`config.mk`:
```
export PLATFORM = sky130hd
export DESIGN_NAME = step_rate_timer_divisor_search
export DESIGN_NICKNAME = d
export VERILOG_FILES = /design/src/hw/rtl/srtds_pkg.sv /design/src/hw/rtl/srtds_div.sv /design/src/hw/rtl/step_rate_timer_divisor_search.sv
export SDC_FILE = /design/constraint.sdc
export NUM_CORES = 1
export LEC_CHECK = 0
export BUFFER_PORTS_ARGS = -buffer_cell sky130_fd_sc_hd__buf_4
export CAP_MARGIN = 20
export CELL_PAD_IN_SITES_DETAIL_PLACEMENT = 1
export CELL_PAD_IN_SITES_GLOBAL_PLACEMENT = 1
export CORE_MARGIN = 2
export CORE_UTILIZATION = 45
export DETAILED_ROUTE_END_ITERATION = 16
export PLACE_DENSITY_LB_ADDON = 0.1
export SYNTH_ARGS = -nofsm -noshare
export SYNTH_HDL_FRONTEND = slang
export SYNTH_SLANG_ARGS = --single-unit
```
`constraint.sdc`:
```
create_clock -name clock -period 3.8 [get_ports clock]
set_input_delay 0.57 -clock clock [delete_from_list [all_inputs] [get_ports clock]]
set_output_delay 0.57 -clock clock [all_outputs]
set_load 0.02 [all_outputs]
```
`src/hw/rtl/srtds_pkg.sv`:
```
package srtds_pkg;

   // Width of the shared divider: the clock register and the quotient a.
   localparam int unsigned DIV_WIDTH = 28;
   localparam int unsigned MAG_WIDTH = 26;
   // Candidate divisors stop at floor(sqrt(a)) < 2^14, so the counter needs one more bit.
   localparam int unsigned CAND_WIDTH = 15;
   localparam int unsigned SQ_WIDTH = 29;

   localparam logic [DIV_WIDTH-1:0] CLOCK_RESET = 28'd84000000;
   localparam logic [MAG_WIDTH-1:0] FAST_RATE = 26'd1000;
   localparam logic [MAG_WIDTH-1:0] SINE_FLOOR = 26'd100;

   localparam logic [1:0] STATUS_APPLIED = 2'd0;
   localparam logic [1:0] STATUS_HELD = 2'd1;
   localparam logic [1:0] STATUS_SKIPPED = 2'd2;
   localparam logic [1:0] STATUS_INVALID = 2'd3;

   localparam logic OPCODE_SINE = 1'b1;

   typedef enum logic [2:0] {
      S_IDLE,
      S_LOAD,
      S_DIV_A,
      S_CHECK,
      S_DIV_D,
      S_DONE
   } state_type;

endpackage

```
`src/hw/rtl/srtds_div.sv`:
```
module srtds_div (
   input  logic                                clock,
   input  logic                                reset,
   input  logic                                start,
   input  logic [srtds_pkg::DIV_WIDTH-1:0]     dividend,
   input  logic [srtds_pkg::DIV_WIDTH-1:0]     divisor,
   output logic                                done,
   output logic [srtds_pkg::DIV_WIDTH-1:0]     quotient,
   output logic [srtds_pkg::DIV_WIDTH-1:0]     remainder
);

   localparam int unsigned W = srtds_pkg::DIV_WIDTH;
   localparam int unsigned CW = $clog2(W);

   logic          busy_ff, busy_in;
   logic          done_ff, done_in;
   logic [CW-1:0] count_ff, count_in;
   logic [W-1:0]  rem_ff, rem_in;
   logic [W-1:0]  quo_ff, quo_in;
   logic [W-1:0]  dsr_ff, dsr_in;
   logic [W:0]    shifted;
   logic [W:0]    trial;

   // Restoring division, one quotient bit per cycle. The dividend shifts out of
   // the top of the quotient register while quotient bits enter at the bottom.
   always_comb begin
      shifted  = {rem_ff, quo_ff[W-1]};
      trial    = shifted - {1'b0, dsr_ff};
      busy_in  = busy_ff;
      done_in  = 1'b0;
      count_in = count_ff;
      rem_in   = rem_ff;
      quo_in   = quo_ff;
      dsr_in   = dsr_ff;
      if (start) begin
         busy_in  = 1'b1;
         count_in = CW'(W - 1);
         rem_in   = '0;
         quo_in   = dividend;
         dsr_in   = divisor;
      end else if (busy_ff) begin
         if (trial[W]) begin
            rem_in = shifted[W-1:0];
         end else begin
            rem_in = trial[W-1:0];
         end
         quo_in = {quo_ff[W-2:0], ~trial[W]};
         if (count_ff == '0) begin
            busy_in = 1'b0;
            done_in = 1'b1;
         end else begin
            count_in = count_ff - 1'b1;
         end
      end
   end

   always_ff @(posedge clock) begin
      if (reset) begin
         busy_ff <= 1'b0;
         done_ff <= 1'b0;
      end else begin
         busy_ff <= busy_in;
         done_ff <= done_in;
      end
      count_ff <= count_in;
      rem_ff   <= rem_in;
      quo_ff   <= quo_in;
      dsr_ff   <= dsr_in;
   end

   assign done      = done_ff;
   assign quotient  = quo_ff;
   assign remainder = rem_ff;

endmodule

```
`src/hw/rtl/step_rate_timer_divisor_search.sv`:
```
// A skipped or zero request goes from load straight to the response. Otherwise the search
// tries N candidate divisors and stops early on an exact divisor,
// where N is the number of candidates tried (2 up to floor(sqrt(a)), at most 16382).
// Every division goes through one shared restoring divider at one quotient bit per cycle.
// Throughput: one item at a time; req_tready is high only in idle, which is entered as the
// result is written to the output register, where it may wait while the next item is taken.
// Reset (synchronous, active high) sets clock_hz to 84000000 and clears direction and timer state.
module step_rate_timer_divisor_search #(
   parameter int unsigned PERIOD_LIMIT = 65536
) (
   input  logic        clock,
   input  logic        reset,
   input  logic        req_tvalid,
   output logic        req_tready,
   input  logic [47:0] req_tdata,   // rate_request [25:0], counter_now [41:26], zero fill
   input  logic        req_tuser,   // opcode
   output logic        rsp_tvalid,
   input  logic        rsp_tready,
   output logic [39:0] rsp_tdata,   // period_value [15:0], prescale_value [31:16],
                                    // dir_pin [32], dir_changed [33], reloaded [34], zero fill
   output logic [1:0]  rsp_tuser,   // status
   input  logic        csr_wr_en,
   input  logic [27:0] csr_wr_data  // clock_hz
);

   localparam int unsigned DW = srtds_pkg::DIV_WIDTH;
   localparam int unsigned MW = srtds_pkg::MAG_WIDTH;
   localparam int unsigned CW = srtds_pkg::CAND_WIDTH;
   localparam int unsigned SW = srtds_pkg::SQ_WIDTH;
   localparam logic [DW:0] LIMIT_Q = (DW + 1)'(PERIOD_LIMIT);

   srtds_pkg::state_type state_ff, state_in;

   logic [DW-1:0] clock_hz_ff, clock_hz_in;
   logic          skip_ff, skip_in;
   logic [MW-1:0] mag_ff, mag_in;
   logic [15:0]   counter_ff, counter_in;
   logic          flag_ff, flag_in;
   logic [DW-1:0] a_ff, a_in;
   logic [CW-1:0] d_ff, d_in;
   logic [SW-1:0] sq_ff, sq_in;
   logic          found_ff, found_in;
   logic [CW-1:0] best_rem_ff, best_rem_in;
   logic [CW-1:0] best_div_ff, best_div_in;
   logic [15:0]   best_q_ff, best_q_in;
   logic          last_dir_ff, last_dir_in;
   logic [15:0]   cur_period_ff, cur_period_in;
   logic [15:0]   cur_prescale_ff, cur_prescale_in;
   logic          rsp_valid_ff, rsp_valid_in;
   logic [39:0]   rsp_data_ff, rsp_data_in;
   logic [1:0]    rsp_user_ff, rsp_user_in;

   logic          req_accept;
   logic          div_start;
   logic [DW-1:0] div_dividend;
   logic [DW-1:0] div_divisor;
   logic          div_done;
   logic [DW-1:0] div_quo;
   logic [DW-1:0] div_rem;
   logic          out_load;
   logic          in_range;
   logic          candidate;
   logic          exact_hit;

   logic [MW-1:0] raw_rate;
   logic [MW-1:0] raw_mag;

   srtds_div u_div (
      .clock     (clock),
      .reset     (reset),
      .start     (div_start),
      .dividend  (div_dividend),
      .divisor   (div_divisor),
      .done      (div_done),
      .quotient  (div_quo),
      .remainder (div_rem)
   );

   assign raw_rate   = req_tdata[25:0];
   assign raw_mag    = raw_rate[MW-1] ? (MW'(0) - raw_rate) : raw_rate;
   assign req_accept = req_tvalid && req_tready;
   assign in_range   = (SW'(d_ff) * SW'(d_ff) <= SW'(a_ff)) ? 1'b1 : 1'b0;

   // A candidate wins with a period that fits and, once one is found, only with a strictly smaller remainder.
   assign candidate = ({1'b0, div_quo} < LIMIT_Q)
                      && (!found_ff || (div_rem[CW-1:0] < best_rem_ff));
   assign exact_hit = candidate && (div_rem == '0);

   // Next state.
   always_comb begin
      state_in = state_ff;
      case (state_ff)
         srtds_pkg::S_IDLE: begin
            if (req_accept) state_in = srtds_pkg::S_LOAD;
         end
         srtds_pkg::S_LOAD: begin
            if (skip_ff || mag_ff == '0) begin
               state_in = srtds_pkg::S_DONE;
            end else begin
               state_in = srtds_pkg::S_DIV_A;
            end
         end
         srtds_pkg::S_DIV_A: begin
            if (div_done) state_in = srtds_pkg::S_CHECK;
         end
         srtds_pkg::S_CHECK: begin
            if (sq_ff <= SW'(a_ff)) begin
               state_in = srtds_pkg::S_DIV_D;
            end else begin
               state_in = srtds_pkg::S_DONE;
            end
         end
         srtds_pkg::S_DIV_D: begin
            if (div_done) begin
               state_in = exact_hit ? srtds_pkg::S_DONE : srtds_pkg::S_CHECK;
            end
         end
         srtds_pkg::S_DONE: begin
            if (out_load) state_in = srtds_pkg::S_IDLE;
         end
         default: state_in = srtds_pkg::S_IDLE;
      endcase
   end

   // Sequencer outputs.
   always_comb begin
      req_tready   = 1'b0;
      div_start    = 1'b0;
      div_dividend = a_ff;
      div_divisor  = DW'(d_ff);
      out_load     = 1'b0;
      case (state_ff)
         srtds_pkg::S_IDLE: req_tready = 1'b1;
         srtds_pkg::S_LOAD: begin
            div_start    = !skip_ff && (mag_ff != '0);
            div_dividend = clock_hz_ff;
            div_divisor  = DW'(mag_ff);
         end
         srtds_pkg::S_CHECK: div_start = (sq_ff <= SW'(a_ff));
         srtds_pkg::S_DONE: out_load = !rsp_valid_ff || rsp_tready;
         default: begin
            req_tready = 1'b0;
         end
      endcase
   end

   // Datapath.
   always_comb begin
      logic [15:0] period_new;
      logic [15:0] prescale_new;
      logic        apply;
      logic [1:0]  status;
      logic        changed;
      logic        reload;

      clock_hz_in     = csr_wr_en ? csr_wr_data : clock_hz_ff;
      skip_in         = skip_ff;
      mag_in          = mag_ff;
      counter_in      = counter_ff;
      flag_in         = flag_ff;
      a_in            = a_ff;
      d_in            = d_ff;
      sq_in           = sq_ff;
      found_in        = found_ff;
      best_rem_in     = best_rem_ff;
      best_div_in     = best_div_ff;
      best_q_in       = best_q_ff;
      last_dir_in     = last_dir_ff;
      cur_period_in   = cur_period_ff;
      cur_prescale_in = cur_prescale_ff;
      rsp_data_in     = rsp_data_ff;
      rsp_user_in     = rsp_user_ff;
      rsp_valid_in    = rsp_valid_ff && !rsp_tready;

      period_new   = best_q_ff - 16'd1;
      prescale_new = 16'({1'b0, best_div_ff} - 16'd1);
      apply        = (mag_ff > srtds_pkg::FAST_RATE) || (counter_ff > (cur_period_ff >> 1));
      status       = srtds_pkg::STATUS_HELD;
      changed      = 1'b0;
      reload       = 1'b0;

      if (req_accept) begin
         mag_in     = raw_mag;
         counter_in = req_tdata[41:26];
         flag_in    = ~raw_rate[MW-1];
         skip_in    = (req_tuser == srtds_pkg::OPCODE_SINE) && (raw_mag < srtds_pkg::SINE_FLOOR);
         found_in   = 1'b0;
      end

      if (state_ff == srtds_pkg::S_DIV_A && div_done) begin
         a_in  = div_quo;
         d_in  = CW'(2);
         sq_in = SW'(4);
      end

      if (state_ff == srtds_pkg::S_DIV_D && div_done) begin
         if (candidate) begin
            found_in    = 1'b1;
            best_rem_in = div_rem[CW-1:0];
            best_div_in = d_ff;
            best_q_in   = div_quo[15:0];
         end
         // (d+1)^2 = d^2 + 2d + 1
         d_in  = d_ff + 1'b1;
         sq_in = sq_ff + SW'({d_ff, 1'b1});
      end

      if (out_load) begin
         if (skip_ff) begin
            status = srtds_pkg::STATUS_SKIPPED;
         end else if (!found_ff) begin
            status = srtds_pkg::STATUS_INVALID;
         end else if (apply) begin
            status      = srtds_pkg::STATUS_APPLIED;
            changed     = flag_ff != last_dir_ff;
            last_dir_in = flag_ff;
            if (period_new != cur_period_ff || prescale_new != cur_prescale_ff) begin
               reload          = 1'b1;
               cur_period_in   = period_new;
               cur_prescale_in = prescale_new;
            end
         end
         if (status inside {srtds_pkg::STATUS_SKIPPED, srtds_pkg::STATUS_INVALID}) begin
            period_new   = '0;
            prescale_new = '0;
         end
         rsp_valid_in = 1'b1;
         rsp_user_in  = status;
         rsp_data_in  = {5'd0, reload, changed, ~last_dir_in, prescale_new, period_new};
      end
   end

   always_ff @(posedge clock) begin
      if (reset) begin
         state_ff        <= srtds_pkg::S_IDLE;
         clock_hz_ff     <= srtds_pkg::CLOCK_RESET;
         last_dir_ff     <= 1'b0;
         cur_period_ff   <= '0;
         cur_prescale_ff <= '0;
         rsp_valid_ff    <= 1'b0;
         found_ff        <= 1'b0;
      end else begin
         state_ff        <= state_in;
         clock_hz_ff     <= clock_hz_in;
         last_dir_ff     <= last_dir_in;
         cur_period_ff   <= cur_period_in;
         cur_prescale_ff <= cur_prescale_in;
         rsp_valid_ff    <= rsp_valid_in;
         found_ff        <= found_in;
      end
      skip_ff     <= skip_in;
      mag_ff      <= mag_in;
      counter_ff  <= counter_in;
      flag_ff     <= flag_in;
      a_ff        <= a_in;
      d_ff        <= d_in;
      sq_ff       <= sq_in;
      best_rem_ff <= best_rem_in;
      best_div_ff <= best_div_in;
      best_q_ff   <= best_q_in;
      rsp_data_ff <= rsp_data_in;
      rsp_user_ff <= rsp_user_in;
   end

   assign rsp_tvalid = rsp_valid_ff;
   assign rsp_tdata  = rsp_data_ff;
   assign rsp_tuser  = rsp_user_ff;

`ifndef NO_ASSERTIONS
   // The running square tracks the candidate divisor exactly.
   a_square_tracks: assert property (@(posedge clock) disable iff (reset)
      (state_ff == srtds_pkg::S_CHECK) |-> (sq_ff == SW'(d_ff) * SW'(d_ff)))
      else $error("candidate square out of step with divisor");

   // Only a divisor of at least two is ever recorded as found.
   a_found_div: assert property (@(posedge clock) disable iff (reset)
      found_ff && state_ff != srtds_pkg::S_IDLE && state_ff != srtds_pkg::S_LOAD
      |-> (best_div_ff >= CW'(2)))
      else $error("recorded divisor below two");

   // The divider is started only for a candidate inside the search range.
   a_start_in_range: assert property (@(posedge clock) disable iff (reset)
      div_start && state_ff == srtds_pkg::S_CHECK |-> in_range)
      else $error("divider started beyond the square root");

   // A reload or direction change is reported only for an applied setting.
   a_reload_applied: assert property (@(posedge clock) disable iff (reset)
      rsp_valid_ff && (rsp_data_ff[34] || rsp_data_ff[33])
      |-> (rsp_user_ff == srtds_pkg::STATUS_APPLIED))
      else $error("reload or direction change without applying");

   // An accepted item blocks the input until its result is written.
   a_busy_after_accept: assert property (@(posedge clock) disable iff (reset)
      req_accept |=> !req_tready)
      else $error("input taken while an item is in work");
`endif

endmodule
```
; Word-level counts from Yosys, hierarchy flattened
; Index checks and enable logic that the tools add are counted.
[totals]
reg_bits = 356
latch_bits = 0
ramBits = 0
romBits = 0
input_bits = 82
out_inout_bits = 44
word_cells = 132
n_memories = 0
[classes]
n_addsub = 7
n_mul = 0
div_mod_pow = 0
magnitude_cmp = 6
eq_ne = 14
shift = 0
mux = 38
n_bitwise = 8
n_reduce_logical = 31
[op_table]
columns = operator, n
row1 = $mux W28, 4
row2 = $mux W29, 2
row3 = $mux W15, 3
row4 = $ne A16 B16 Y1, 2
row5 = $add A29 B16 Y29, 1
row6 = $le A29 B28 Y1, 1
row7 = $sub A29 B28 Y29, 1
row8 = $logic_not A28 Y1, 1
row9 = $lt A28 B17 Y1 const B, 1
row10 = $gt A26 B10 Y1 const B, 1
row11 = $logic_not A26 Y1, 1
row12 = $lt A26 B7 Y1 const B, 1
row13 = $mux W26, 1
row14 = $reduce_bool A26 Y1, 1
row15 = $sub A1 B26 Y26 const A, 1
row16 = $mux W3, 6
row17 = $pmux W3 S6, 1
row18 = $mux W1, 17
row19 = $gt A16 B15 Y1, 1
row20 = $sub A15 B1 Y16 const B, 1
row21 = $sub A16 B1 Y16 const B, 1
row22 = $add A15 B1 Y15 const B, 1
row23 = $lt A15 B15 Y1, 1
row24 = $logic_and A1 B1 Y1, 8
row25 = 20 further kinds, 45

; Depth between registers and ports, before layout
[logic_depth]
word_depth = 8
ltp_mapped = 13
mapped_depth_nobuf = 12

; Cells and area by module
; A second synthesis with hierarchy kept.
[hier_totals]
hier_cells = 1768
area_unflattened_um2 = 19135.9
[by_module_without_submodules]
columns = module, instances, cells_per_inst, area_per_inst_um2, seq_area_each_um2
row1 = step_rate_timer_divisor_search, 1, 1298, 14076.0, 7297.0
row2 = srtds_div, 1, 470, 5059.9, 2382.3

; Worst setup path after synthesis
; Ideal clock, no wire load.
[synth_timing]
path_type = register to register
start = reg u_div.rem_ff[1] (netlist: u_div.remainder[1])
end = reg best_div_ff[0] (enable)
setup_ns = 0.408
arrival_time_ns = 2.898
required_time_ns = 3.392
path_slack_ns = 0.494
stages_incl_launch_ff = 9
path_cell_list = dfxtp_1 > ha_1 > a21o_1 > a21o_1 > a21o_1 > a21o_1 > a211o_1 > a21oi_1 > and2_1
[synth_via]
elab_chain_len = 4
[synth_lines]
columns = item, line
row1 = start: declaration, srtds_div.sv:18  ; logic [W-1:0] rem_ff, rem_in;
row2 = start signal: assignment, srtds_div.sv:66  ; rem_ff <= rem_in;
row3 = $lt A15 B15 Y1, step_rate_timer_divisor_search.sv:86  ; && (!found_ff || (div_rem[CW-1:0] < best_rem_ff));
row4 = $logic_or A1 B1 Y1, step_rate_timer_divisor_search.sv:86
row5 = $logic_and A1 B1 Y1, step_rate_timer_divisor_search.sv:86
row6 = $reduce_and A2 Y1 (no line), --
row7 = end signal: assignment, step_rate_timer_divisor_search.sv:259  ; best_div_ff <= best_div_in;
row8 = end: declaration, step_rate_timer_divisor_search.sv:44  ; logic [CW-1:0] best_div_ff, best_div_in;
; No other way between the ends.
; A chain may end at the register's enable or synchronous reset.

; Final worst setup path
[layout_timing]
start = reg u_div.quo_ff[27] (netlist: u_div.quotient[27])
end = reg u_div.rem_ff[3] (netlist: u_div.remainder[3])
[layout_via]
elab_chain_len = 2
[layout_lines]
columns = item, line
row1 = start: declaration, srtds_div.sv:19  ; logic [W-1:0] quo_ff, quo_in;
row2 = start signal: assignment, srtds_div.sv:67  ; quo_ff <= quo_in;
row3 = $sub A29 B28 Y29, srtds_div.sv:28  ; trial = shifted - {1'b0, dsr_ff};
row4 = $mux W28, srtds_div.sv:42  ; if (trial[W]) begin
; No other way between the ends.

==> run summary <==
Synth Area in Adders: 0.0711
I/O Pins: 126
vias in the first global route: 14900
Worst-Margin Slew: 1050 ps
row count: 74
post-synth top area cell: edfxtp_1
NumNets Final: 2093
critical path endpoint category: register
Final Hold Viols: 0
min-delay src: req_tdata[40]
TritonCTS Buffers: 40
Highest Clock Rate: 278 MHz
Post-Synth XOR/XNOR Area: 0.0624
Net Sw Frac: 0.310
fraction of the yosys area taken by sequential cells: 0.511
H-tree depth: 2
Tcrit/Tclk final: 0.945
Critical Path RT: 4290 ps
Worst VDD drop: 0.385 mV
Flop pwr share: 0.401
Slew headroom: 0.299
Synth Area per Inst: 10.8 sq um
largest net degree at the start of global routing: 71
power per standard cell area: 554 nW/um^2
Util after Layout: 0.540
wire length per cell: 21.3 um
worst hold-check path type: input pin to register
delay of the slowest cell on the worst path: 470 ps
DRC Markers: 0
FF+latch count, synth: 354
fraction of layout cells with a size suffix above 1: 0.166
top cells by area, synth: edfxtp_1, dfxtp_1, ha_1
final worst slack: 209 ps
crit path DAT: 4080 ps
clk buf depth: 3
Global Route Usage Sum: 0.244
Detailed Route WL: 52700 um
Final min period: 3590 ps
distinct cell type count after synthesis: 78
FILL cells: 4387
crit start category: register
Post-Synthesis Cells: 1750
Comb power frac: 0.255
Max-Cap Viols: 0
Netlist Area Pre-Place: 18800 sq um
CP startpoint: u_div.quotient[27]
Pins Over Slew Limit: 0
Pre-Repair DR Iteration Count: 5
critical-path cell list: inv_1, ha_1, fa_1, nor2b_1, o31ai_1, a211oi_1, nor4b_2, nor4_2, a2bb2oi_1, nand2_1, buf_12, a211o_1, a31oi_1
ys async rst share: 0
Simple-Gate Fraction of Synth Area: 0.134
Int Pwr: 8470 uW
grt total ovfl: 0
via count: 14000
CTS sink cnt: 354
run status: finished clean
worst-path fanout max: 22
die width: 209 um
mux contribution to synthesized area: 0.0423
hold buffer count at cts: 0
Vias/cell: 5.67
Antenna diodes: 0
main combinational cell family by area after synthesis: compound AO/OA/AOI/OAI gates
clock power share: 0.344
Setup-failing EPs final: 0
CTS tree: built
Port Buffers: 114
die area: 43500 sq um
post-synthesis compound-gate area fraction: 0.139
Syn. warnings: 0
global-route wire length before repair: 83100 um
top_reg_cell synth: edfxtp_1
core footprint: 41000 sq um
initial core utilization: 0.459
number of flops mapped to enable cells by yosys: 253
hpwl dp: 38200 um
clock slew at reported path FFs: 60 ps
initial drt markers: 835
switching power: 3800 uW
Synth-to-Final Area Change: 17.7%
setup tns final: 0 ps
Crit Path Class: register to register
pre-CTS setup slack: 4.36 ps
LEAKAGE: 0.00866 uW
Post-DRT Antenna Nets: 0
chip height: 209 um
CTS root buf: clkbuf_16
post-synth top area share: 0.404
FF-to-FF Start: u_div.quotient[27]
Setup Skew: 22.7 ps
gp weighted congestion: 0.833
crit path max-delay cell type: edfxtp_1
initial antenna violation count: 0
Power, Total: 12300 uW
worst skew pair latency: 580 ps
registers in the layout, indices dropped and copies added, names as in the netlist, 26 cells and up:
register / cells
clock_hz_ff: 28
u_div.quotient: 28
sq_ff: 29
mag_ff: 26
u_div.dsr_ff: 26
u_div.remainder: 28
a_ff: 28
rsp_tdata: 35
per-stage QoR:
step	instance area (sq um)	std cells	hold WS [ps]
floorplan	18800	1754	422
global placement	20600	2394	443
detailed placement	20700	2395	449
CTS	22100	2469	140
global route	22200	2470	153
finish	22200	2470	169
synthesized netlist by cell type (31+ instances only):
master,count
nor3_1,31
nor2_1,154
nand3_1,35
o21ai_0,105
a21oi_1,105
a21o_1,32
xor2_1,44
clkbuf_1,56
nor4_1,36
edfxtp_1,253
xnor2_1,85
nand2_1,97
mux2i_1,66
dfxtp_1,101
ha_1,103
inv_1,111
power groups by stage:
stage                     clock network [uW]  registers, uW  logic [uW]
after global routing                    4440           4970        3460
after floorplan                            0           4870        2160
after detailed placement                   0           5000        3060
after CTS                               4300           4920        3100
after global placement                     0           4980        2970
final                                   4220           4920        3120
cell families after synthesis:
kind of cell	count (synthesis)
buffers and inverters	185
multiplexers	78
AND/OR/NAND/NOR	507
adder cells (fa/ha/maj)	106
other	1
AO/OA/AOI/OAI	388
flip-flops	354
XOR/XNOR	131
layout make-up:
cell class	instances	area, sq um	share of cell area
flip-flops and latches	354	9620	0.434
inverters	113	427	0.0193
multi-input cells	1215	8530	0.385
clock inverters	24	297	0.0134
clock buffers	50	1140	0.0515
well taps	532	666	0.0300
repair buffers	182	1470	0.0665
critical path: cells and delay by family (launching register included):
kind            cells  cell delay, ps
buf+inv             2             300
fa+ha+maj           2             680
simple gates        4             870
flops               1             470
compound gates      5            1190
placed cells by master, fill, tap and decap left out, drive strengths merged, types with 31 or more instances in the layout:
cell,n
dfxtp,101
clkbuf,50
nand3,35
edfxtp,253
o21ai,108
nand2,97
inv,113
xor2,44
a21o,32
mux2i,66
buf,182
nor2,155
xnor2,85
a211oi,43
nor3,31
nor4,36
a21oi,107
ha,103
final timing paths:
check / to / slack (ps) / cells past startpoint
max: u_div.remainder[3] / 210 / 13
min reg2reg: u_div.done / 450 / 1
min: counter_ff[14] / 170 / 1
max reg2reg: u_div.remainder[3] / 210 / 13
per-layer routing:
metal	up-vias	share of wire	track usage
met5	-	0	0
met2	258	0.48	0.410
met1	6972	0.46	0.330
met3	68	0.037	0.0317
met4	0	0.022	0.0687
li1	6713	-	-
what timing repair did:
item	4_1_cts	5_1_grt
gates resized for setup	0	9
buffers inserted	0	1
endpoints found under the setup margin	0	44
No activity file was read; power rests on OpenSTA's default activity.
